`config.mk`:
```
export PLATFORM = sky130hd
export DESIGN_NAME = int32_to_float32_convert_flat
export DESIGN_NICKNAME = d
export VERILOG_FILES = /design/src/rtl/core/i2f_pkg.sv /design/src/rtl/core/i2f_if.sv /design/src/rtl/core/int32_to_float32_convert.sv /design/src/rtl/core/i2f_abs.sv /design/src/rtl/core/i2f_lzc.sv /design/src/rtl/core/i2f_norm.sv /design/src/rtl/core/i2f_round.sv /design/src/flat_wrapper.sv
export SDC_FILE = /design/constraint.sdc
export NUM_CORES = 1
export LEC_CHECK = 0
export ABC_CLOCK_PERIOD_IN_PS = 5100
export BUFFER_PORTS_ARGS = -buffer_cell sky130_fd_sc_hd__buf_2
export CAP_MARGIN = 20
export CORE_ASPECT_RATIO = 0.8
export CORE_MARGIN = 10
export CORE_UTILIZATION = 50
export DETAILED_ROUTE_END_ITERATION = 7
export PLACE_DENSITY = 0.78
export REMOVE_ABC_BUFFERS = 1
export SYNTH_ARGS = -nofsm -noshare
export SYNTH_HDL_FRONTEND = slang
export SYNTH_SLANG_ARGS = --single-unit
export TNS_END_PERCENT = 10
```
`constraint.sdc`:
```
create_clock -name clk -period 5.1 [get_ports clk]
set_input_delay 0.51 -clock clk [delete_from_list [all_inputs] [get_ports clk]]
set_output_delay 0.51 -clock clk [all_outputs]
set_load 0.02 [all_outputs]
```
`src/rtl/core/i2f_pkg.sv`:
```
// Shared constants and stage payload types for the integer to single-float converter.
package i2f_pkg;

  localparam int IntW  = 32;
  localparam int LzcW  = $clog2(IntW);
  localparam int FracW = 23;
  localparam int ExpW  = 8;
  localparam int SigW  = FracW + 1;
  localparam int ExpBias = 127;

  // Biased exponent of a value whose leading one sits at the top bit.
  localparam logic [ExpW-1:0] ExpTop = ExpW'(ExpBias + IntW - 1);

  // Payload after sign split and magnitude.
  typedef struct packed {
    logic            sign;
    logic [IntW-1:0] mag;
  } i2f_mag_t;

  // Payload after leading-one detection.
  typedef struct packed {
    logic            sign;
    logic            zero;
    logic [LzcW-1:0] lzc;
    logic [IntW-1:0] mag;
  } i2f_lzc_t;

  // Payload after normalization, leading one at the top bit.
  typedef struct packed {
    logic            sign;
    logic            zero;
    logic [LzcW-1:0] lzc;
    logic [IntW-1:0] norm;
  } i2f_norm_t;

endpackage

```
`src/rtl/core/i2f_if.sv`:
```
// Valid/ready channel interfaces for the integer input and the float result.
interface i2f_in_if;
  logic                          valid;
  logic                          ready;
  logic signed [i2f_pkg::IntW-1:0] int_value;

  modport source (output valid, output int_value, input ready);
  modport sink (input valid, input int_value, output ready);
endinterface

interface i2f_out_if;
  logic                    valid;
  logic                    ready;
  logic [i2f_pkg::IntW-1:0] float_bits;

  modport source (output valid, output float_bits, input ready);
  modport sink (input valid, input float_bits, output ready);
endinterface

```
`src/rtl/core/int32_to_float32_convert.sv`:
```
// Signed 32-bit integer to IEEE-754 single converter, four register stages.
// Throughput: one transaction per cycle while out_ch is not stalled; the stages
// are magnitude, leading-zero count, normalizing shift and round/pack, each
// with its own valid bit.
// A stage holds its content while the one after it is full and stalled.
// Reset (synchronous, active low) clears all stage valid bits; data is not reset.
module int32_to_float32_convert (
  input logic      clk,
  input logic      rst_n,
  i2f_in_if.sink   in_ch,
  i2f_out_if.source out_ch
);

  logic               abs_valid;
  logic               abs_ready;
  i2f_pkg::i2f_mag_t  abs_data;
  logic               lzc_valid;
  logic               lzc_ready;
  i2f_pkg::i2f_lzc_t  lzc_data;
  logic               norm_valid;
  logic               norm_ready;
  i2f_pkg::i2f_norm_t norm_data;

  // Sign split and magnitude.
  i2f_abs u_abs (
    .clk      (clk),
    .rst_n    (rst_n),
    .up_valid (in_ch.valid),
    .up_ready (in_ch.ready),
    .up_value (in_ch.int_value),
    .dn_valid (abs_valid),
    .dn_ready (abs_ready),
    .dn_data  (abs_data)
  );

  // Leading-zero count.
  i2f_lzc u_lzc (
    .clk      (clk),
    .rst_n    (rst_n),
    .up_valid (abs_valid),
    .up_ready (abs_ready),
    .up_data  (abs_data),
    .dn_valid (lzc_valid),
    .dn_ready (lzc_ready),
    .dn_data  (lzc_data)
  );

  // Normalizing shift.
  i2f_norm u_norm (
    .clk      (clk),
    .rst_n    (rst_n),
    .up_valid (lzc_valid),
    .up_ready (lzc_ready),
    .up_data  (lzc_data),
    .dn_valid (norm_valid),
    .dn_ready (norm_ready),
    .dn_data  (norm_data)
  );

  // Rounding and packing into the output register.
  i2f_round u_round (
    .clk      (clk),
    .rst_n    (rst_n),
    .up_valid (norm_valid),
    .up_ready (norm_ready),
    .up_data  (norm_data),
    .dn_valid (out_ch.valid),
    .dn_ready (out_ch.ready),
    .dn_bits  (out_ch.float_bits)
  );

endmodule

```
`src/rtl/core/i2f_abs.sv`:
```
// First stage: splits off the sign and registers the magnitude.
module i2f_abs (
  input  logic                           clk,
  input  logic                           rst_n,
  input  logic                           up_valid,
  output logic                           up_ready,
  input  logic signed [i2f_pkg::IntW-1:0] up_value,
  output logic                           dn_valid,
  input  logic                           dn_ready,
  output i2f_pkg::i2f_mag_t              dn_data
);

  logic              valid_r;
  i2f_pkg::i2f_mag_t data_r;
  i2f_pkg::i2f_mag_t data_nxt;
  logic [i2f_pkg::IntW-1:0] raw;

  // The stage takes a new transaction when empty or when its content moves on.
  assign up_ready = !valid_r || dn_ready;

  // Two's complement negation; the most negative value maps onto itself, which is exact.
  always_comb begin
    raw           = up_value;
    data_nxt.sign = raw[i2f_pkg::IntW-1];
    data_nxt.mag  = raw[i2f_pkg::IntW-1] ? (~raw + 1'b1) : raw;
  end

  always_ff @(posedge clk) begin
    if (!rst_n) begin
      valid_r <= 1'b0;
    end else if (up_ready) begin
      valid_r <= up_valid;
    end
  end

  always_ff @(posedge clk) begin
    if (up_ready && up_valid) begin
      data_r <= data_nxt;
    end
  end

  assign dn_valid = valid_r;
  assign dn_data  = data_r;

endmodule

```
`src/rtl/core/i2f_lzc.sv`:
```
// Second stage: counts leading zeros of the magnitude and flags a zero value.
module i2f_lzc (
  input  logic              clk,
  input  logic              rst_n,
  input  logic              up_valid,
  output logic              up_ready,
  input  i2f_pkg::i2f_mag_t up_data,
  output logic              dn_valid,
  input  logic              dn_ready,
  output i2f_pkg::i2f_lzc_t dn_data
);

  logic              valid_r;
  i2f_pkg::i2f_lzc_t data_r;
  i2f_pkg::i2f_lzc_t data_nxt;

  assign up_ready = !valid_r || dn_ready;

  // Priority encoder: the highest set bit wins since it is visited last.
  always_comb begin
    data_nxt.sign = up_data.sign;
    data_nxt.mag  = up_data.mag;
    data_nxt.zero = (up_data.mag == '0);
    data_nxt.lzc  = '0;
    for (int i = 0; i < i2f_pkg::IntW; i++) begin
      if (up_data.mag[i]) begin
        data_nxt.lzc = i2f_pkg::LzcW'(i2f_pkg::IntW - 1 - i);
      end
    end
  end

  always_ff @(posedge clk) begin
    if (!rst_n) begin
      valid_r <= 1'b0;
    end else if (up_ready) begin
      valid_r <= up_valid;
    end
  end

  always_ff @(posedge clk) begin
    if (up_ready && up_valid) begin
      data_r <= data_nxt;
    end
  end

  assign dn_valid = valid_r;
  assign dn_data  = data_r;

endmodule

```
`src/rtl/core/i2f_norm.sv`:
```
// Third stage: shifts the magnitude left so that its leading one sits at the top bit.
module i2f_norm (
  input  logic               clk,
  input  logic               rst_n,
  input  logic               up_valid,
  output logic               up_ready,
  input  i2f_pkg::i2f_lzc_t  up_data,
  output logic               dn_valid,
  input  logic               dn_ready,
  output i2f_pkg::i2f_norm_t dn_data
);

  logic               valid_r;
  i2f_pkg::i2f_norm_t data_r;
  i2f_pkg::i2f_norm_t data_nxt;

  assign up_ready = !valid_r || dn_ready;

  // Barrel shift by the leading-zero count.
  always_comb begin
    data_nxt.sign = up_data.sign;
    data_nxt.zero = up_data.zero;
    data_nxt.lzc  = up_data.lzc;
    data_nxt.norm = up_data.mag << up_data.lzc;
  end

  always_ff @(posedge clk) begin
    if (!rst_n) begin
      valid_r <= 1'b0;
    end else if (up_ready) begin
      valid_r <= up_valid;
    end
  end

  always_ff @(posedge clk) begin
    if (up_ready && up_valid) begin
      data_r <= data_nxt;
    end
  end

  assign dn_valid = valid_r;
  assign dn_data  = data_r;

endmodule

```
`src/rtl/core/i2f_round.sv`:
```
// Fourth stage: rounds to nearest even, packs sign, exponent and fraction into the output register.
module i2f_round (
  input  logic                     clk,
  input  logic                     rst_n,
  input  logic                     up_valid,
  output logic                     up_ready,
  input  i2f_pkg::i2f_norm_t       up_data,
  output logic                     dn_valid,
  input  logic                     dn_ready,
  output logic [i2f_pkg::IntW-1:0] dn_bits
);

  localparam int DropW = i2f_pkg::IntW - i2f_pkg::SigW;

  logic                      valid_r;
  logic [i2f_pkg::IntW-1:0]  bits_r;
  logic [i2f_pkg::IntW-1:0]  bits_nxt;
  logic [i2f_pkg::SigW-1:0]  sig;
  logic                      guard;
  logic                      sticky;
  logic                      round_up;
  logic [i2f_pkg::SigW:0]    sig_rnd;
  logic [i2f_pkg::ExpW-1:0]  expo;
  logic [i2f_pkg::FracW-1:0] frac;

  assign up_ready = !valid_r || dn_ready;

  // Round to nearest, ties to even, on the bits below the 24-bit significand.
  always_comb begin
    sig      = up_data.norm[i2f_pkg::IntW-1 -: i2f_pkg::SigW];
    guard    = up_data.norm[DropW-1];
    sticky   = |up_data.norm[DropW-2:0];
    round_up = guard && (sticky || sig[0]);
    sig_rnd  = {1'b0, sig} + {{i2f_pkg::SigW{1'b0}}, round_up};
    // A carry out of the significand leaves an all-zero fraction and bumps the exponent.
    expo     = i2f_pkg::ExpTop - i2f_pkg::ExpW'(up_data.lzc)
               + i2f_pkg::ExpW'(sig_rnd[i2f_pkg::SigW]);
    frac     = sig_rnd[i2f_pkg::SigW] ? '0 : sig_rnd[i2f_pkg::FracW-1:0];
    if (up_data.zero) begin
      bits_nxt = '0;
    end else begin
      bits_nxt = {up_data.sign, expo, frac};
    end
  end

  always_ff @(posedge clk) begin
    if (!rst_n) begin
      valid_r <= 1'b0;
    end else if (up_ready) begin
      valid_r <= up_valid;
    end
  end

  always_ff @(posedge clk) begin
    if (up_ready && up_valid) begin
      bits_r <= bits_nxt;
    end
  end

  assign dn_valid = valid_r;
  assign dn_bits  = bits_r;

endmodule
```
`src/flat_wrapper.sv`:
```
// flat-port wrapper written by rule: the top's interface ports become plain ports
module int32_to_float32_convert_flat 
  (clk, rst_n, in_ch_valid, in_ch_int_value, in_ch_ready, out_ch_valid, out_ch_float_bits, out_ch_ready);
  i2f_in_if in_ch_i ();
  i2f_out_if out_ch_i ();
  input logic clk;
  input logic rst_n;
  input wire logic [$bits(in_ch_i.valid)-1:0] in_ch_valid;
  input wire logic [$bits(in_ch_i.int_value)-1:0] in_ch_int_value;
  output wire logic [$bits(in_ch_i.ready)-1:0] in_ch_ready;
  output wire logic [$bits(out_ch_i.valid)-1:0] out_ch_valid;
  output wire logic [$bits(out_ch_i.float_bits)-1:0] out_ch_float_bits;
  input wire logic [$bits(out_ch_i.ready)-1:0] out_ch_ready;
  assign in_ch_i.valid = in_ch_valid;
  assign in_ch_i.int_value = in_ch_int_value;
  assign in_ch_ready = in_ch_i.ready;
  assign out_ch_valid = out_ch_i.valid;
  assign out_ch_float_bits = out_ch_i.float_bits;
  assign out_ch_i.ready = out_ch_ready;
  int32_to_float32_convert u_core (.clk(clk), .rst_n(rst_n), .in_ch(in_ch_i), .out_ch(out_ch_i));
endmodule
```
---- Yosys cells after proc, flatten, opt, wreduce, memory -nomap -nowiden ----
Cells that the tools add are included.
W data, S select, Z words.
operators by class
  div/mod/pow operators ................... 0
  reduce and logical (&&, ||, !) cells .... 21
  magnitude comparators ................... 0
  equal/unequal tests ..................... 0
  mux-type cells .......................... 32
  shift-type cells ........................ 1
  bitwise logic cells ..................... 1
  $mul .................................... 0
  add/subtract/negate cells ............... 4
operator list
  operator                 count
  $mux W5                  16
  $add A32 B1 Y32 const B  1
  $logic_not A32 Y1        1
  $mux W4                  8
  $not A32 Y32             1
  $shl A32 B5 Y32          1
  $mux W31                 1
  $add A24 B1 Y25          1
  $reduce_or A16 Y1        1
  $mux W3                  4
  $add A8 B1 Y8            1
  $reduce_or A8 Y1         1
  $sub A8 B5 Y8 const A    1
  $reduce_or A7 Y1         1
  $logic_and A1 B1 Y1      5
  $logic_or A1 B1 Y1       5
  $logic_not A1 Y1         4
  $mux W2                  2
  $reduce_or A2 Y1         2
  $reduce_or A4 Y1         1
  $mux W1                  1
storage, ports and cells
  input port bits ......................... 36
  bits in read-only memories .............. 0
  memories ................................ 0
  bits in latches ......................... 0
  register bits after elaboration ......... 147
  RAM bits ................................ 0
  word-level logic and storage cells ...... 80
  output and inout port bits .............. 34

---- Logic depth before layout (Yosys ltp) ----
  depth in word-level cells ............... 31
  depth in mapped cells ................... 11
  gate-level depth less buffers ........... 11

---- Cells and area by module ----
From an unflattened synthesis, not the netlist that was laid out.
unflattened totals
  cell total of the unflattened synthesis .. 661
  area, all modules ....................... 8410.6 µm²
modules (own cells, without submodules)
  module     cells an instance  sequential area each (µm²)  times used  area each (µm²)
  i2f_norm   245                1191.1                      1           3289.4
  i2f_abs    140                1011.0                      1           1756.7
  i2f_round  167                980.9                       1           1755.4
  i2f_lzc    109                1191.1                      1           1609.0

---- Worst setup path before layout ----
Ideal clock, no wire load.
  path type ............................... input to register
  start ................................... in out_ch_ready
  end ..................................... reg u_core.u_norm.data_r, in the netlist u_core.u_norm.dn_data[0], enable pin
  arrival ................................. 3462 ps
  setup slack ............................. 1143 ps
  setup time .............................. 495 ps
  required time ........................... 4605 ps
  stages on the path ...................... 2
  buffers on the path ..................... 0
  cells stage by stage .................... nor2b_1 -> a21boi_0
between the ends
  word-level cells in the longest chain between the ends .. 3
RTL lines
  item                  RTL line            RTL
  start, declared       flat_wrapper.sv:13  input wire logic [$bits(out_ch_i.ready)-1:0] out_ch_ready;
  $logic_or A1 B1 Y1    i2f_round.sv:26     assign up_ready = !valid_r || dn_ready;
  $logic_or A1 B1 Y1    i2f_norm.sv:17      assign up_ready = !valid_r || dn_ready;
  $logic_and A1 B1 Y1   i2f_norm.sv:36      if (up_ready && up_valid) begin
  end signal, assigned  i2f_norm.sv:37      data_r <= data_nxt;
  end, declared         i2f_norm.sv:14      i2f_pkg::i2f_norm_t data_r;
Every way passes these cells.
A chain may end at the register's enable or synchronous reset.

---- Final worst setup path ----
  start ................................... reg u_core.u_norm.data_r, in the netlist u_core.u_norm.dn_data[8]
  end ..................................... reg u_core.u_round.bits_r, in the netlist u_core.u_round.dn_bits[25], data pin
between the ends
  word-level cells in the longest chain between the ends .. 4
RTL lines
  item                  RTL line         RTL
  $logic_or A1 B1 Y1    i2f_round.sv:33  round_up = guard && (sticky || sig[0]);
  $logic_and A1 B1 Y1   i2f_round.sv:33
  $add A24 B1 Y25 *     i2f_round.sv:34  sig_rnd = {1'b0, sig} + {{i2f_pkg::SigW{1'b0}}, round_up};
  $add A8 B1 Y8 *       i2f_round.sv:37  + i2f_pkg::ExpW'(sig_rnd[i2f_pkg::SigW]);
  end signal, assigned  i2f_round.sv:56  bits_r <= bits_nxt;
  end, declared         i2f_round.sv:16  logic [i2f_pkg::IntW-1:0] bits_r;
Every way passes the cells marked *; elsewhere a longest branch is shown, timed or not.

==> results.yml <==
sta:
  period_minus_slack_ns: 2.830
  max_freq_ghz: 0.3534
  rsz0062_at_grt: "no"
  setup_viol: 0
  fin_tns_setup_ns: 0
  skew_ns: 0.006380
  slew_viol_final: 0
  hold_viol: 0
  period_share_pct: 55.48
  tightest_slew_ns: 0.9654
  slew_headroom_pct: 35.50
routing:
  drcViolationCount: 0
  drt_wl_total_um: 16630
  ant_nets: 0
  via_per_inst: 5.681
  dr.pass1.iters: 5
  wl_per_cell_um: 17.20
  drt_iter0_drc: 399
  vias: 5494
placed_design:
  dpl_cell_area_um2: 8478
  gp_congestion: 0.9114
  place.detailed.hpwl_um: 12520
  numPortBuffers: 69
floorplanning:
  fp-row-count: 41
  die_w_um: 160.6
  io_pins: 70
  die-area_um2: 21290
  core_um2: 15650
  die_y_um: 132.5
  start_util_pct: 50.56
setup_path:
  crit_buf_inv: 0
  arrival_ns: 3.08
  rr_worst_depth: 10
  start_kind: "flip-flop"
  cp.depth: 10
  reg2reg_slack_ns: 2.27
  path_cells: "and2_1 -> ha_1 -> nand2_1 -> nor4_2 -> and2_1 -> nand4_1 -> ha_1 -> ha_1 -> or2_2 -> a21oi_1"
  crit_fanout: 7
  path_class: "flip-flop to flip-flop"
  cpPeakStageDelay_ns: 0.58
  setup.worst_path.end_class: "flip-flop"
  critical_path.top_delay_family: "simple AND/OR/NAND/NOR gates"
  cpMaxStageDelayCell: "nor4_2"
  crit_required_ns: 5.35
  cpMostUsedCell: "ha_1"
layout:
  area_growth_pct: 14.88
  n_antenna_cell: 0
  fillers: 1248
  drive_above_1_share_pct: 21.28
  fin_nets: 779
  stdcell_area_um2: 9089
clock_network:
  cts_inserted_buffers: 17
  cts_setup_buffers: 0
  cts.sinks: 147
  clk_pin_slew_ns: 0.06
  insertion_delay_ns: 0.42
  cts-root-buf: "clkbuf_16"
  htree_num_levels: 4
  hold_buffers: 0
  cts_tree: "done"
  clockBufferDepth: 2
  cts.repair.resized: 0
yosys:
  yosysWarnings: 0
  syn_avg_cell_area_um2: 11.74
  synth-edff-count: 143
  yosysSeqAreaShare_pct: 55.29
  ys_ff_latch: 147
  synth_cell_types: 66
  synthTopCellsByArea: "edfxtp_1, mux4_2, nor2_1, xnor2_1, mux2i_1"
  synth_top_cell_by_area: "edfxtp_1"
  yosys.area.top_type_share_pct: 54.28
  synthCells: 674
  synth_most_common_cell: "edfxtp_1"
  synth_common_cells: "edfxtp_1, nor2_1, nand2_1, xnor2_1, a21oi_1"
  synth_top_flop_cell: "edfxtp_1"
  netlist_area_um2: 7911
  synth_async_sr_flop_share_pct: 0
global_route:
  grt.total_usage_pct: 15.71
  grt_max_degree: 40
  grt_pass1_wl_um: 27160
  antenna_found_initial: 0
  grt_pass1_vias: 5585
  grt-ovfl-total: 0
min_path:
  hold_depth: 1
  worst_hold_path_type: "input pin to flip-flop"
outcome:
  status: "complete, no violations"
pwr:
  finalPower_mw: 2.922
  p_leak_nw: 3.108
  peakVddDrop_v: 0.0002035
  powerDensity_nw_per_um2: 321.5
run:
  maxCapViolations: 0
## sequential cells by signal, summed over array words and instances (netlist names)
name / count
u_core.u_abs.dn_data: 33
u_core.u_abs.dn_valid: 1
u_core.u_lzc.dn_data: 39
u_core.u_lzc.dn_valid: 1
u_core.u_norm.dn_data: 39
u_core.u_norm.dn_valid: 1
u_core.u_round.dn_bits: 32
u_core.u_round.dn_valid: 1
## cells by family (layout without fill, tap and decap cells)
logic type	after synthesis	count (layout)	synth area share (%)
AOI/OAI and AO/OA	131	131	11.17
DFF	147	147	55.29
buffers and inverters	48	126	2.546
muxes	60	60	10.07
and+or+nand+nor	234	234	14.76
xor gates and xnor gates	50	50	5.535
adders and majority gates	4	4	0.6326
## per-stage QoR
stage	worst slack, ns	instances	hold slack [ns]	util, %
5_1_grt	2.035	967	0.2928	58.09
6_report	2.270	967	0.2972	58.09
4_1_cts	2.268	966	0.2799	58.06
2_1_floorplan	1.143	642	0.4003	-
3_5_place_dp	2.288	934	0.4081	54.19
3_3_place_gp	2.390	933	0.4054	54.06
## where the power goes
group	switching, mW	total, mW	internal, mW
Combinational	0.123	0.215	0.0923
Clock	0.480	1.25	0.773
Sequential	0.0559	1.45	1.40
Total	0.659	2.92	2.26
## cell type report
cell class,instances,area (µm²),share of cell area (%)
repair buffers,78,422.9,4.653
multi-input cells,479,3357,36.94
inverters,16,60.06,0.6608
well taps,215,269.0,2.960
flip-flops and latches,147,4374,48.13
clock buffers,18,429.2,4.722
clock inverters,14,176.4,1.941
## metal layers
layer,vias up,wire length (µm),track usage (%)
met5,-,0,0
met4,0,418,7.434
met3,32,1023,4.588
met2,188,7810,25.86
met1,2579,7382,18.56
li1,2695,-,-
## final timing paths
path                                          startpoint                                  endpoint
setup reg to reg  u_core.u_norm.dn_data[8]$_SDFFCE_PP0P_  u_core.u_round.dn_bits[25]$_SDFFCE_PP0P_
setup / recovery  u_core.u_norm.dn_data[8]$_SDFFCE_PP0P_  u_core.u_round.dn_bits[25]$_SDFFCE_PP0P_
hold reg to reg       u_core.u_lzc.dn_data[37]$_DFFE_PP_       u_core.u_norm.dn_data[37]$_DFFE_PP_
hold / removal                        in_ch_int_value[0]         u_core.u_abs.dn_data[0]$_DFFE_PP_
## worst register-to-register path, cell delays in order, from the launching register on
cell	delay [ns]
edfxtp_1	0.40
and2_1	0.15
ha_1	0.20
nand2_1	0.12
nor4_2	0.59
and2_1	0.24
nand4_1	0.10
ha_1	0.22
ha_1	0.21
or2_2	0.27
a21oi_1	0.17
## layout by cell type (no fill, tap or decap), types with 5 or more instances in the layout
master / count
xnor2_1: 35
buf_2: 70
a21oi_1: 32
nand2_1: 49
nand4_1: 7
mux4_2: 14
mux2_2: 17
mux2i_1: 29
edfxtp_1: 143
nor4_1: 11
or4_1: 5
clkbuf_16: 17
and2_1: 8
buf_4: 7
and3_1: 5
inv_1: 16
nor3_1: 13
clkinvlp_4: 5
nor2b_1: 6
xor2_1: 15
o21ai_0: 29
a211oi_1: 9
nor2_1: 82
nand3_1: 21
o31ai_1: 13
o211ai_1: 5
Note: power is estimated with default switching activity, not from simulation.
